<file path="config.mk">
export PLATFORM = sky130hd
export DESIGN_NAME = lc_ram
export DESIGN_NICKNAME = d
export VERILOG_FILES = /design/src/rtl/lc_ram.sv
export SDC_FILE = /design/constraint.sdc
export NUM_CORES = 2
export LEC_CHECK = 0
export BUFFER_PORTS_ARGS = -buffer_cell sky130_fd_sc_hd__buf_2
export CORE_ASPECT_RATIO = 1.1
export CORE_MARGIN = 3
export CORE_UTILIZATION = 40
export CTS_BUF_LIST = sky130_fd_sc_hd__clkbuf_8
export DETAILED_ROUTE_END_ITERATION = 8
export HOLD_SLACK_MARGIN = 0.02
export MAX_ROUTING_LAYER = met4
export PLACE_DENSITY = 0.54
export SYNTH_ARGS = -nofsm -noshare
export SYNTH_HDL_FRONTEND = slang
export SYNTH_SLANG_ARGS = --single-unit
</file>
<file path="constraint.sdc">
create_clock -name clk -period 3.1 [get_ports clk]
set_input_delay 0.62 -clock clk [delete_from_list [all_inputs] [get_ports clk]]
set_output_delay 0.62 -clock clk [all_outputs]
set_load 0.01 [all_outputs]
</file>
<file path="src/rtl/lc_ram.sv">
`timescale 1ns / 1ps

module lc_ram #(
  parameter int WIDTH = 16,
  parameter int DEPTH = 256
) (
  input  logic                     clk,
  input  logic                     we,
  input  logic [$clog2(DEPTH)-1:0] waddr,
  input  logic [WIDTH-1:0]         wdata,
  input  logic                     re,
  input  logic [$clog2(DEPTH)-1:0] raddr,
  output logic [WIDTH-1:0]         rdata
);

  logic [WIDTH-1:0] mem [DEPTH];

  always_ff @(posedge clk) begin
    if (we) begin
      mem[waddr] <= wdata;
    end
    if (re) begin
      rdata <= mem[raddr];
    end
  end

endmodule

</file>
==> flow_metrics.env <==
export IMPL_outcome="complete, no violations"
export IMPL_wire_per_inst_um=30.8
export IMPL_cts_setup_buffers=0
export IMPL_ios=51
export IMPL_slew_headroom_pct=36.4
export IMPL_netlist_area_sq_um=159000
export IMPL_hold_path_depth=3
export IMPL_drt_wl_total_um=442000
export IMPL_synth_edff_count=4112
export IMPL_synth_seq_cells=4112
export IMPL_layout_nets=8643
export IMPL_critPathKind="reg -> reg"
export IMPL_worst_r2r_endpoint="rdata[10]"
export IMPL_crit_required_ns=4.06
export IMPL_post_route_util_pct=46.8
export IMPL_clk_latency_ns=1.21
export IMPL_synthArstFlopShare_pct=0
export IMPL_cts_sinks=4112
export IMPL_start_util_pct=40.2
export IMPL_antenna_left=0
export IMPL_die_h_um=667
export IMPL_fin_crit_sh_pct=94.8
export IMPL_drtIter0Drc=8798
export IMPL_whs_endpoint="mem[173][5]"
export IMPL_power_density_nw_per_um2=593
export IMPL_min_from="waddr[2]"
export IMPL_cap_violations=0
export IMPL_track_usage_pct=22.3
export IMPL_reg2reg_slack_ns=0.16
export IMPL_setup_violations=0
export IMPL_die_w_um=607
export IMPL_gp_congestion=0.921
export IMPL_timing_rr_start="mem[63][10]"
export IMPL_postSynthAreaPerCell_sq_um=21.6
export IMPL_fin_setup_tns_ns=0
export IMPL_post_route_min_period_ns=2.94
export IMPL_rows=242
export IMPL_hp_class="in -> reg"
export IMPL_dp_cells=13178
export IMPL_die_area_sq_um=405000
export IMPL_syn2layout_area_growth_pct=16.3
export IMPL_finClkSkew_ns=0.0594
export IMPL_worst_slew_pin_slew_ns=0.954
export IMPL_grt_overflow_total=0
export IMPL_clockBufferDepth=4
export IMPL_dpl_hpwl_um=277000
export IMPL_rsz0062_at_grt="no"
export IMPL_nFillCells=32973
export IMPL_grt_pass1_vias=82792
export IMPL_htreeDepth=6
export IMPL_numCtsBuffers=657
export IMPL_dr_total_vias=80781
export IMPL_peakVddDrop_uv=471
export IMPL_clockRootBuffer="clkbuf_8"
export IMPL_maxSlewViolCount=0
export IMPL_regArea_sq_um=123000
export IMPL_synth_flop_cell="edfxtp_1"
export IMPL_grt_start_max_net_pins=112
export IMPL_cp_start_kind="register"
export IMPL_core_region_area_sq_um=395000
export IMPL_port_buffers=50
export IMPL_path_max_fanout=1
export IMPL_cts_tree="built"
export IMPL_synthesis_nets=7395
export IMPL_multi_input_area_sq_um=33000
export IMPL_rr_worst_depth=6
export IMPL_antenna_found_initial=23
export IMPL_end_kind="register"
export IMPL_finalNonFillerCells=14359
export IMPL_ys_seq_area_share_pct=77.7
export IMPL_routed_via_density=5.63
export IMPL_dpl_worst_slack_ns=-1.25
export IMPL_drc_errors=0
export IMPL_p_leak_uw=0.0602
export IMPL_ys_types=51
export IMPL_yosys_warnings=0
export IMPL_firstDrtPassIters=7
export IMPL_clkTransAtPathRegs_ns=0.06
export IMPL_finalHoldViolations=0
export IMPL_drive_gt1_share_pct=30.7
export IMPL_setup_slack_ns=0.163
export IMPL_synthCells=7360
export IMPL_fmaxAchievable_mhz=340
export IMPL_grt_pass1_wl_um=626000
export IMPL_arrival_ns=3.90
sequential cells by signal, summed over array words and instances, names as in the netlist:
signal	flops
mem	4096
rdata	16
layout make-up:
type	count	share of cell area [%]
flip-flops and latches	4112	66.8
multi-input cells	2792	17.9
repair buffers	1041	5.44
clock buffers	670	4.99
well taps	5246	3.55
clock inverters	480	1.25
diodes	14	0.0190
inverters	4	0.0149
stage by stage:
stage / cell area (sq um) / hold WS [ns] / total power, uW
2_1_floorplan: 159000 / 0.719 / 65600
3_3_place_gp: 173000 / 1.01 / 68900
3_5_place_dp: 173000 / 1.02 / 69000
4_1_cts: 185000 / 0.0748 / 111000
5_1_grt: 185000 / 0.154 / 113000
6_report: 185000 / 0.233 / 110000
routing by layer:
| metal | global-route usage (%) | routed length (um) |
|---|---|---|
| met1 | 29.8 | 182000 |
| met2 | 34.5 | 211000 |
| met3 | 3.84 | 31100 |
| met4 | 8.04 | 17600 |
| met5 | - | 0 |
what timing repair did:
| action | in CTS | in global routing |
|---|---|---|
| pin swaps | 0 | 0 |
| endpoints found under the setup margin | 5 | 1 |
| hold buffers | 17 | 0 |
| gates resized for setup | 5 | 1 |
| endpoints found under the hold margin | 1162 | 0 |
cells in the mapped netlist, types with 18 or more instances:
library cell / count / area (sq um)
o21ai_0: 37 / 185
nand4_1: 26 / 163
buf_2: 76 / 380
a21oi_1: 175 / 876
buf_4: 26 / 195
a22o_1: 32 / 280
nand2_1: 38 / 143
nor3_1: 92 / 460
nor2_1: 304 / 1140
buf_1: 27 / 101
buf_6: 77 / 867
o221ai_1: 252 / 2210
o22ai_1: 148 / 926
a221oi_1: 28 / 245
o32ai_1: 20 / 175
a211oi_1: 18 / 135
mux2_2: 88 / 991
edfxtp_1: 4112 / 123000
clkbuf_1: 230 / 863
a22oi_1: 43 / 323
nand3_1: 35 / 175
mux4_2: 797 / 17900
mux2i_1: 565 / 5660
cells by family after synthesis:
| kind of cell | share of synthesized area [%] |
|---|---|
| mux | 15.5 |
| compound gates | 3.53 |
| flops | 77.7 |
| buf+inv | 1.69 |
| simple gates | 1.57 |
critical path, stage by stage, from the launching register on:
cell	delay [ns]
edfxtp_1	0.36
mux4_2	0.47
mux4_2	0.50
a22o_1	0.36
o32ai_1	0.67
buf_4	0.27
nor4_1	0.06
report_power, final:
group,switching (uW),internal [uW]
logic,3980,2480
clock network,21100,20700
registers,83.0,61300
placed cells by master (no fill, tap or decap), drive strengths merged, types with 21 or more instances in the layout:
cell,n
a21oi,175
a22o,32
clkbuf,671
a221oi,28
mux2,88
nand2,38
edfxtp,4112
clkinv,218
o22ai,148
nor3,92
mux2i,565
a22oi,43
o21ai,38
inv,244
buf,1023
mux4,797
nor2,304
o221ai,253
nand3,35
nand4,26
o32ai,21
how the worst max path moves through the flow:
stage | start | endpoint | slack, ns | cells after the start
floorplan | raddr[0] | rdata[4] | 0.23 | 8
global placement | raddr[0] | rdata[5] | -1.30 | 10
detailed placement | raddr[0] | rdata[5] | -1.25 | 10
CTS | mem[3][11] | rdata[11] | 0.0003 | 7
finish | mem[63][10] | rdata[10] | 0.16 | 6
global route | mem[62][6] | rdata[6] | 0.08 | 6
(Power assumes the default switching activity.)
