File: src/rtl/lc_pkg.sv
`timescale 1ns / 1ps

package lc_pkg;

  localparam int COORD_W      = 16;
  localparam int IDX_W        = 16;
  localparam int RADIUS_W     = 16;
  localparam int SQ_W         = 32;
  localparam int COUNT_OUT_W  = 9;
  localparam int MAX_DIMS     = 8;
  localparam int DIMS_DEF     = 4;
  localparam int MAX_CENTERS_DEF = 256;

  // Stages from read issue to the registered match flag: RAM read, difference,
  // square, two adder tree levels, final add and compare.
  localparam int PIPE_DEPTH   = 6;
  localparam int ID_DELAY     = PIPE_DEPTH - 1;

  localparam logic [IDX_W-1:0] IDX_SAT = '1;

  typedef logic signed [COORD_W-1:0] coord_t;
  typedef logic [IDX_W-1:0]          idx_t;
  typedef logic [RADIUS_W-1:0]       radius_t;
  typedef logic [SQ_W-1:0]           sq_t;
  typedef logic [COUNT_OUT_W-1:0]    count_out_t;

endpackage

File: src/rtl/lc_merge.sv
`timescale 1ns / 1ps

module lc_merge #(
  parameter int DIMS = 4
) (
  input  logic        clk,
  input  lc_pkg::sq_t sq [DIMS],
  input  lc_pkg::sq_t r2,
  output logic        hit
);
  import lc_pkg::*;

  sq_t             leaf [MAX_DIMS];
  logic [SQ_W:0]   lvl1 [MAX_DIMS/2];
  logic [SQ_W+1:0] lvl2 [MAX_DIMS/4];
  logic [SQ_W+2:0] total;

  for (genvar i = 0; i < MAX_DIMS; i++) begin : g_leaf
    if (i < DIMS) begin : g_used
      assign leaf[i] = sq[i];
    end else begin : g_pad
      assign leaf[i] = '0;
    end
  end

  assign total = {1'b0, lvl2[0]} + {1'b0, lvl2[1]};

  always_ff @(posedge clk) begin
    for (int i = 0; i < MAX_DIMS/2; i++) begin
      lvl1[i] <= {1'b0, leaf[2*i]} + {1'b0, leaf[2*i+1]};
    end
    for (int i = 0; i < MAX_DIMS/4; i++) begin
      lvl2[i] <= {1'b0, lvl1[2*i]} + {1'b0, lvl1[2*i+1]};
    end
    hit <= (total <= {3'b000, r2});
  end

endmodule

File: config.mk
export PLATFORM = sky130hd
export DESIGN_NAME = lc_merge
export DESIGN_NICKNAME = d
export VERILOG_FILES = /design/src/rtl/lc_pkg.sv /design/src/rtl/lc_merge.sv
export SDC_FILE = /design/constraint.sdc
export NUM_CORES = 1
export LEC_CHECK = 0
export BUFFER_PORTS_ARGS = -buffer_cell sky130_fd_sc_hd__buf_2
export CAP_MARGIN = 20
export CORE_UTILIZATION = 55
export DETAILED_ROUTE_END_ITERATION = 10
export PLACE_DENSITY = 0.82
export SLEW_MARGIN = 25
export SYNTH_ARGS = -nofsm -noshare
export SYNTH_HDL_FRONTEND = slang
export SYNTH_SLANG_ARGS = --single-unit
File: constraint.sdc
create_clock -name clk -period 3.15 [get_ports clk]
set_input_delay 0.1575 -clock clk [delete_from_list [all_inputs] [get_ports clk]]
set_output_delay 0.1575 -clock clk [all_outputs]
set_load 0.01 [all_outputs]
==> results_dict.tcl <==
set metrics [dict create \
    via_per_inst 5.59 \
    cp_cell_sequence "ha_1 -> inv_1 -> fa_1 -> nor2b_1 -> o2111ai_1 -> a21oi_1 -> o31ai_2 -> a21oi_1 -> o41ai_4 -> o31a_1 -> nor2b_1 -> xnor2_1" \
    path_class "reg2reg" \
    wl_mm 17.1 \
    drc_errors 0 \
    grt_pass1_vias 6291 \
    cpPeakStageDelay_ps 400 \
    worstMarginPinSlew_ps 487 \
    layout.nets 1328 \
    synthesis.area_mm2 0.00769 \
    min_from "sq[32]" \
    core.rowCount 42 \
    dp_hpwl_mm 14.2 \
    cts_setup_buffers 0 \
    cts_tree "built" \
    cts_resized 0 \
    post_dp_cell_area_mm2 0.00865 \
    min_period_ps 2870 \
    ys_types 71 \
    rrSetupSlack_ps 280 \
    dieArea_mm2 0.0145 \
    grt_pass1_wl_mm 28.0 \
    synth_ff_type "dfxtp_1" \
    fillers 1157 \
    tns_ps 0 \
    grt_use_total 0.239 \
    gp_congestion 0.905 \
    finalCritPeriodShare 0.910 \
    start_kind "flip-flop" \
    power_density_mw_per_mm2 645 \
    dp.cells 1200 \
    cts_max_level 3 \
    synth-seq-area-share 0.263 \
    synth_top_area_cell "dfxtp_1" \
    ff2ff_path_depth 12 \
    clockBufferDepth 2 \
    slew_viol_final 0 \
    arrival_ps 3100 \
    setup_viol 0 \
    timing.rr.start "lvl1[1][0]$_DFF_P_" \
    final_cell_area_mm2 0.00894 \
    yosys_warnings 0 \
    outcome "finished, final reports clean" \
    io_buffers 161 \
    vias 6792 \
    min_path_type "in2reg" \
    dr.pass1.iters 5 \
    antenna_left 0 \
    synth_top_cells_by_area "dfxtp_1 (26%), ha_1 (21%), xnor2_1 (7.1%)" \
    worstHoldPathCells 2 \
    path_clk_slew_ps 70 \
    drive_above_1_share 0.198 \
    drt_iter0_drc 396 \
    required_ps 3380 \
    cpMaxStageDelayCell "fa_1" \
    synth.most_common_cell "ha_1" \
    netlist_top_cells_count "ha_1 (129), dfxtp_1 (101), a21oi_1 (96)" \
    relSlewSlack 0.671 \
    clock_latency_ps 350 \
    grt_remaining_overflow 0 \
    start_util 0.572 \
    final.setup_skew_ps 7.70 \
    antenna_found_initial 0 \
    numCtsBuffers 9 \
    cts.sinks 101 \
    worstHoldEndpoint "lvl1[1][0]$_DFF_P_" \
    die_x_um 120 \
    ir_worst_vdd_uv 345 \
    die_h_um 120 \
    synthArstFlopShare 0 \
    synth.top_cell.area_share 0.263 \
    grt_max_degree 17 \
    max_freq_ghz 0.349 \
    area_growth_syn_to_layout_pct 16.2 \
    rr_endpoint "lvl2[0][28]$_DFF_P_" \
    fin_cells 1216 \
    wire_per_inst_um 14.1 \
    diodes 0 \
    p_total_mw 5.76 \
    hold_violations 0 \
    synth_edf_count 0 \
    endpoint_kind "flip-flop" \
    rsz0062_at_grt "false" \
    synth_nets 1169 \
    crit_fanout 5 \
    syn_inst 876 \
    p_leak_nw 4.51 \
    ys_ff_latch 101 \
    synth.avg_cell_area_um2 8.78 \
    clock-root-buffer "clkbuf_16" \
    drv_cap 0 \
    pin_count 162 \
    core_mm2 0.0135 \
    hold_buffers 0 \
]
==> routing by layer <==
layer  vias to the layer above  GRT usage  routed length, um
met1                      3029      0.327               8370
met5                         -          0                  0
met2                       218      0.398               7660
met4                         0     0.0625                194
met3                        15     0.0297                906
li1                       3530          -                  -
==> state kept, by name, summed over array words and instances (netlist names) <==
| register | cells |
|---|---|
| hit | 1 |
| lvl1 | 66 |
| lvl2 | 34 |
==> cells by family after synthesis <==
kind of cell,share of synthesized area
fa+ha+maj,0.218
buf+inv,0.0395
xor+xnor,0.0968
flops,0.263
mux,0.00146
compound gates,0.264
simple gates,0.118
==> layout by cell type (no fill, tap or decap), types with 5 or more instances in the layout <==
cell type  count
o21bai_1      21
nand4_1       15
nand2b_1       6
clkbuf_16      9
xnor2_1       62
nand3_1       25
a211oi_1       8
dfxtp_1      101
o21a_1        12
a31oi_1        7
a21o_1        65
nor2b_1        9
and3_1         5
inv_1         62
nand2_1       33
xor2_1        23
ha_1         129
o211ai_1      11
nor3_1        16
buf_2        161
nor2_1        52
o21ai_0       36
a21oi_1       96
==> metrics by stage <==
stage	utilization	setup slack [ps]	hold WS, ps
4_1_cts	0.665	300	37.8
3_5_place_dp	0.643	237	391
2_1_floorplan	-	644	278
6_report	0.665	282	34.7
5_1_grt	0.665	98.9	42.4
3_3_place_gp	0.643	277	383
==> critical path, delay by kind of cell, from the launching register on <==
kind,cells,cell delay (ps)
AO/OA/AOI/OAI,6,1320
adder cells (fa/ha/maj),2,570
AND/OR/NAND/NOR,2,350
flip-flops,1,330
XOR/XNOR,1,130
buffers and inverters,1,60
==> report_power, final <==
group	leakage, nW	internal [mW]	switching, mW
combinational	3.52	1.31	1.50
clock	0.138	0.614	0.466
sequential	0.852	1.72	0.157
total	4.51	3.64	2.12
==> layout make-up <==
class                           instances  area (um^2)  area share
Multi-Input combinational cell        700         5370       0.600
Sequential cell                       101         2020       0.226
Timing Repair Buffer                  161          806      0.0901
Inverter                               62          233      0.0260
Clock buffer                           10          229      0.0256
Tap cell                              176          220      0.0246
Clock inverter                          6         63.8     0.00714
==> worst max path at each step <==
stage,start,end,cells after the start
after floorplan,sq[64],lvl1[0][30]$_DFF_P_,11
after global placement,sq[64],lvl1[0][30]$_DFF_P_,12
after detailed placement,sq[64],lvl1[0][30]$_DFF_P_,12
after CTS,lvl1[1][0]$_DFF_P_,lvl2[0][28]$_DFF_P_,12
after global routing,lvl1[0][0]$_DFF_P_,lvl2[0][30]$_DFF_P_,12
final,lvl1[1][0]$_DFF_P_,lvl2[0][28]$_DFF_P_,12
Power figures use the tool's default switching activity.
