==> config.mk <==
export PLATFORM = sky130hd
export DESIGN_NAME = lc_lane
export DESIGN_NICKNAME = d
export VERILOG_FILES = /design/src/rtl/lc_pkg.sv /design/src/rtl/lc_ram.sv /design/src/rtl/lc_lane.sv
export SDC_FILE = /design/constraint.sdc
export NUM_CORES = 2
export LEC_CHECK = 0
export BUFFER_PORTS_ARGS = -buffer_cell sky130_fd_sc_hd__clkbuf_2
export CELL_PAD_IN_SITES_DETAIL_PLACEMENT = 1
export CELL_PAD_IN_SITES_GLOBAL_PLACEMENT = 1
export CORE_UTILIZATION = 59
export CTS_BUF_LIST = sky130_fd_sc_hd__clkbuf_4 sky130_fd_sc_hd__clkbuf_8
export DETAILED_ROUTE_END_ITERATION = 7
export PLACE_DENSITY = 0.92
export SLEW_MARGIN = 0
export SYNTH_ARGS = -nofsm -noshare
export SYNTH_HDL_FRONTEND = slang
export SYNTH_SLANG_ARGS = --single-unit
==> constraint.sdc <==
create_clock -name clk -period 6.8 [get_ports clk]
set_clock_uncertainty 0.15 [all_clocks]
set_input_delay 0.34 -clock clk [delete_from_list [all_inputs] [get_ports clk]]
set_output_delay 0.34 -clock clk [all_outputs]
set_load 0.02 [all_outputs]
==> src/rtl/lc_pkg.sv <==
`timescale 1ns / 1ps

package lc_pkg;

  localparam int COORD_W      = 16;
  localparam int IDX_W        = 16;
  localparam int RADIUS_W     = 16;
  localparam int SQ_W         = 32;
  localparam int COUNT_OUT_W  = 9;
  localparam int MAX_DIMS     = 8;
  localparam int DIMS_DEF     = 4;
  localparam int MAX_CENTERS_DEF = 256;

  // Stages from read issue to the registered match flag: RAM read, difference,
  // square, two adder tree levels, final add and compare.
  localparam int PIPE_DEPTH   = 6;
  localparam int ID_DELAY     = PIPE_DEPTH - 1;

  localparam logic [IDX_W-1:0] IDX_SAT = '1;

  typedef logic signed [COORD_W-1:0] coord_t;
  typedef logic [IDX_W-1:0]          idx_t;
  typedef logic [RADIUS_W-1:0]       radius_t;
  typedef logic [SQ_W-1:0]           sq_t;
  typedef logic [COUNT_OUT_W-1:0]    count_out_t;

endpackage

==> src/rtl/lc_ram.sv <==
`timescale 1ns / 1ps

module lc_ram #(
  parameter int WIDTH = 16,
  parameter int DEPTH = 256
) (
  input  logic                     clk,
  input  logic                     we,
  input  logic [$clog2(DEPTH)-1:0] waddr,
  input  logic [WIDTH-1:0]         wdata,
  input  logic                     re,
  input  logic [$clog2(DEPTH)-1:0] raddr,
  output logic [WIDTH-1:0]         rdata
);

  logic [WIDTH-1:0] mem [DEPTH];

  always_ff @(posedge clk) begin
    if (we) begin
      mem[waddr] <= wdata;
    end
    if (re) begin
      rdata <= mem[raddr];
    end
  end

endmodule

==> src/rtl/lc_lane.sv <==
`timescale 1ns / 1ps

module lc_lane #(
  parameter int MAX_CENTERS = 256
) (
  input  logic                           clk,
  input  logic                           wr_en,
  input  logic [$clog2(MAX_CENTERS)-1:0] wr_addr,
  input  lc_pkg::coord_t                 wr_data,
  input  logic                           rd_en,
  input  logic [$clog2(MAX_CENTERS)-1:0] rd_addr,
  input  lc_pkg::coord_t                 coord,
  output lc_pkg::sq_t                    sq
);
  import lc_pkg::*;

  logic [COORD_W-1:0]      center_q;
  logic signed [COORD_W:0] diff;
  logic signed [2*COORD_W+1:0] prod;

  lc_ram #(
    .WIDTH (COORD_W),
    .DEPTH (MAX_CENTERS)
  ) u_coord_ram (
    .clk   (clk),
    .we    (wr_en),
    .waddr (wr_addr),
    .wdata (wr_data),
    .re    (rd_en),
    .raddr (rd_addr),
    .rdata (center_q)
  );

  assign prod = diff * diff;

  always_ff @(posedge clk) begin
    diff <= {coord[COORD_W-1], coord} - {center_q[COORD_W-1], center_q};
    sq   <= prod[SQ_W-1:0];
  end

endmodule

==> run summary <==
min cycle time layout: 6630 ps
Fin. Hold Viols: 0
syn nets: 8268
Post-CTS Setup Bufs: 0
CTS tree: done
post-DP HPWL: 294000 um
static leakage: 60.6 nW
combinational family with the most area after synthesis: multiplexers
CP required: 7780 ps
Initial Utilization: 59.5%
DP Area: 0.173 mm^2
xor/xnor share of the synthesized area: 0.315%
Yosys top cell by area: edfxtp_1
I/O Buffers: 81
DR vias/cell: 8.01
Adder-Cell Fraction of Synth Area: 3.83%
NumNets Final: 8981
Seq/Total Area, Yosys: 74.6%
gpl congestion: 0.869
mux contribution to synthesized area: 13.8%
fin. max-slew vios: 49
H-tree Lvls: 6
worst setup path endpoint: sq[30]
clk buf depth: 4
GRT Overall Usage: 45.4%
Final Instance Count excl. Fillers: 12827
simple-gate share of the synthesized area: 1.64%
clock-pin slew on the worst setup and hold paths: 80 ps
Worst Hold Class: input pin to flip-flop
R2R setup slack: 170 ps
vias in the first global route: 102700
fin area: 0.187 mm^2
global-route wire length before repair: 878000 um
pwr/cell area: 517 mW/mm^2
DRT Wirelength: 643000 um
number of flops mapped to enable cells by yosys: 4112
Final Util: 66.5%
Row Count: 194
Boundary Pins: 83
most instantiated cells after synthesis: edfxtp_1, mux4_2, inv_1
FF+latch count, synth: 4160
Num Clock Sinks: 4160
status: complete, but fails checks
Initial DRC Count: 21750
filler cell count: 22180
Detailed Routing Iterations Pass 1: 6
Final TNS setup: 0 ps
Max-Cap Viols: 2
Cells after Synth: 7861
top_reg_cell synth: edfxtp_1
R2R depth: 21
violated checks: max-capacitance violations, max-slew violations
pre-CTS WS: -206 ps
CP Capture Type: flip-flop
area share of the largest cell type after synthesis: 74.0%
remaining antenna violation count: 0
Crit Path Category: flip-flop to flip-flop
worst r2r src: diff[8]
share of layout cells above drive strength 1: 28.0%
grt total ovfl: 0
Avg Cell Area, Syn: 21.2 um^2
Ys Warns: 0
vias: 102767
RSZ-0062 raised after global routing: false
crit path from: diff[8]
pin count of the biggest net entering global routing: 149
Peak VDD IR: 2380 uV
Die W: 534 um
startpoint types: flip-flop
worst-path fanout max: 10
core area: 0.280 mm^2
Area contributors post-synth: edfxtp_1, mux4_2, fa_1
WHS: 6.79 ps
Worst Max-Slew Pin Slew: 1690 ps
die height: 534 um
WP data arrival: 7610 ps
min setup slack post-route: 169 ps
Async SR Flop Fraction: 0%
final setup violation count: 0
reg2reg end: sq[30]
Achievable Freq: 151 MHz
Compound-Gate Fraction of Synth Area: 3.75%
synth unique cells: 56
initial antenna violation count: 48
top-count cell post-synth: edfxtp_1
Wirelength per Cell: 50.1 um
clock root buffer: clkbuf_8
residual DRC count: 0
placed cells: 11607
post-synthesis cell area: 0.167 mm^2
clk_lat worst skew: 1330 ps
Layout area overhead: 11.8%
total power: 96.5 mW
CTS buffer count: 635
die area: 0.285 mm^2
final critical-path share of the clock period: 97.5%
Slew Limit Headroom: -12.9%
[kinds of logic (layout without fill, tap and decap cells)]
logic type / after synthesis / after routing
AO/OA/AOI/OAI: 833 / 833
XOR/XNOR: 60 / 60
adder cells (fa/ha/maj): 356 / 356
buffers and inverters: 798 / 2009
flip-flops: 4160 / 4160
multiplexers: 1026 / 1026
other: 1 / 32
AND/OR/NAND/NOR: 627 / 627
[what timing repair did]
action	4_1_cts	5_1_grt
endpoints found under the setup margin	8	10
resized for setup	4	12
hold endpoints to repair	2029	0
hold buffers	52	0
[cell type report]
class                           instances  area [um^2]  area share (%)
Clock inverter                        305         2210            1.19
Multi-Input combinational cell       2903        39200            21.0
Clock buffer                          830        10200            5.48
Timing Repair Buffer                  518         4360            2.34
Tap cell                             3724         4660            2.50
Sequential cell                      4160       124000            66.7
Antenna cell                           31         77.6          0.0416
Inverter                              356         1340           0.716
[flip-flops by register name (all words and copies together) (netlist names)]
| signal | flops |
|---|---|
| sq | 31 |
| diff | 17 |
| u_coord_ram.rdata | 16 |
| u_coord_ram.mem | 4096 |
[power by group]
part | leakage, nW | internal, mW | switching, mW
Clock | 6.56 | 10.5 | 12.8
Sequential | 37.4 | 29.0 | 0.166
Combinational | 16.7 | 17.5 | 26.5
[per-layer routing]
layer | up-vias | share of wire, % | global-route usage, %
li1 | 33886 | - | -
met1 | 51149 | 29 | 54.3
met2 | 13978 | 46 | 70.1
met3 | 3712 | 15 | 13.3
met4 | 42 | 11 | 35.4
met5 | - | 0.043 | 0.0666
[layout by cell type, fill, tap and decap left out, types with 39 or more instances in the layout]
cell type      netlist  layout
xnor2_1             45      45
clkinv_1             0     164
a21oi_1            156     155
clkbuf_8             0     639
clkbuf_2             0      63
o221ai_1            49      49
nor3_1              39      39
a22oi_1            272     272
dfxtp_1             48      42
buf_4               17     354
inv_1              356     356
edfxtp_1          4112    4112
clkinv_2             0      66
fa_1               257     257
nor2_1             332     296
dlygate4sd3_1        0      52
ha_1                99      99
and2_1              58      57
mux4_2            1024    1024
a221oi_1           117     117
clkbuf_4             0     192
a22o_1             128     128
nand2_1            110     109
[worst min-delay path by stage]
stage,startpoint,end,slack (ps),cells past startpoint
after global routing,wr_data[1],u_coord_ram.mem[11][1],70,2
after global placement,diff[0],sq[0],400,1
after detailed placement,diff[0],sq[0],420,1
after CTS,wr_addr[5],u_coord_ram.mem[123][11],30,4
after floorplan,diff[0],sq[0],250,0
final,wr_data[13],u_coord_ram.mem[144][13],7,2
[worst max-delay path, stage by stage (launching register included)]
cell and delay [ps]:
dfxtp_1 500, buf_4 270, inv_1 120, fa_1 630
inv_1 130, fa_1 410, inv_1 100, fa_1 460
inv_1 170, fa_1 460, fa_1 520, inv_1 90
fa_1 560, inv_1 70, ha_1 370, nand4_1 180
a2111oi_4 240, o21ai_1 200, and2_1 250, o32ai_2 300
o221ai_1 150, xor2_1 160
No activity file was read; power rests on OpenSTA's default activity.
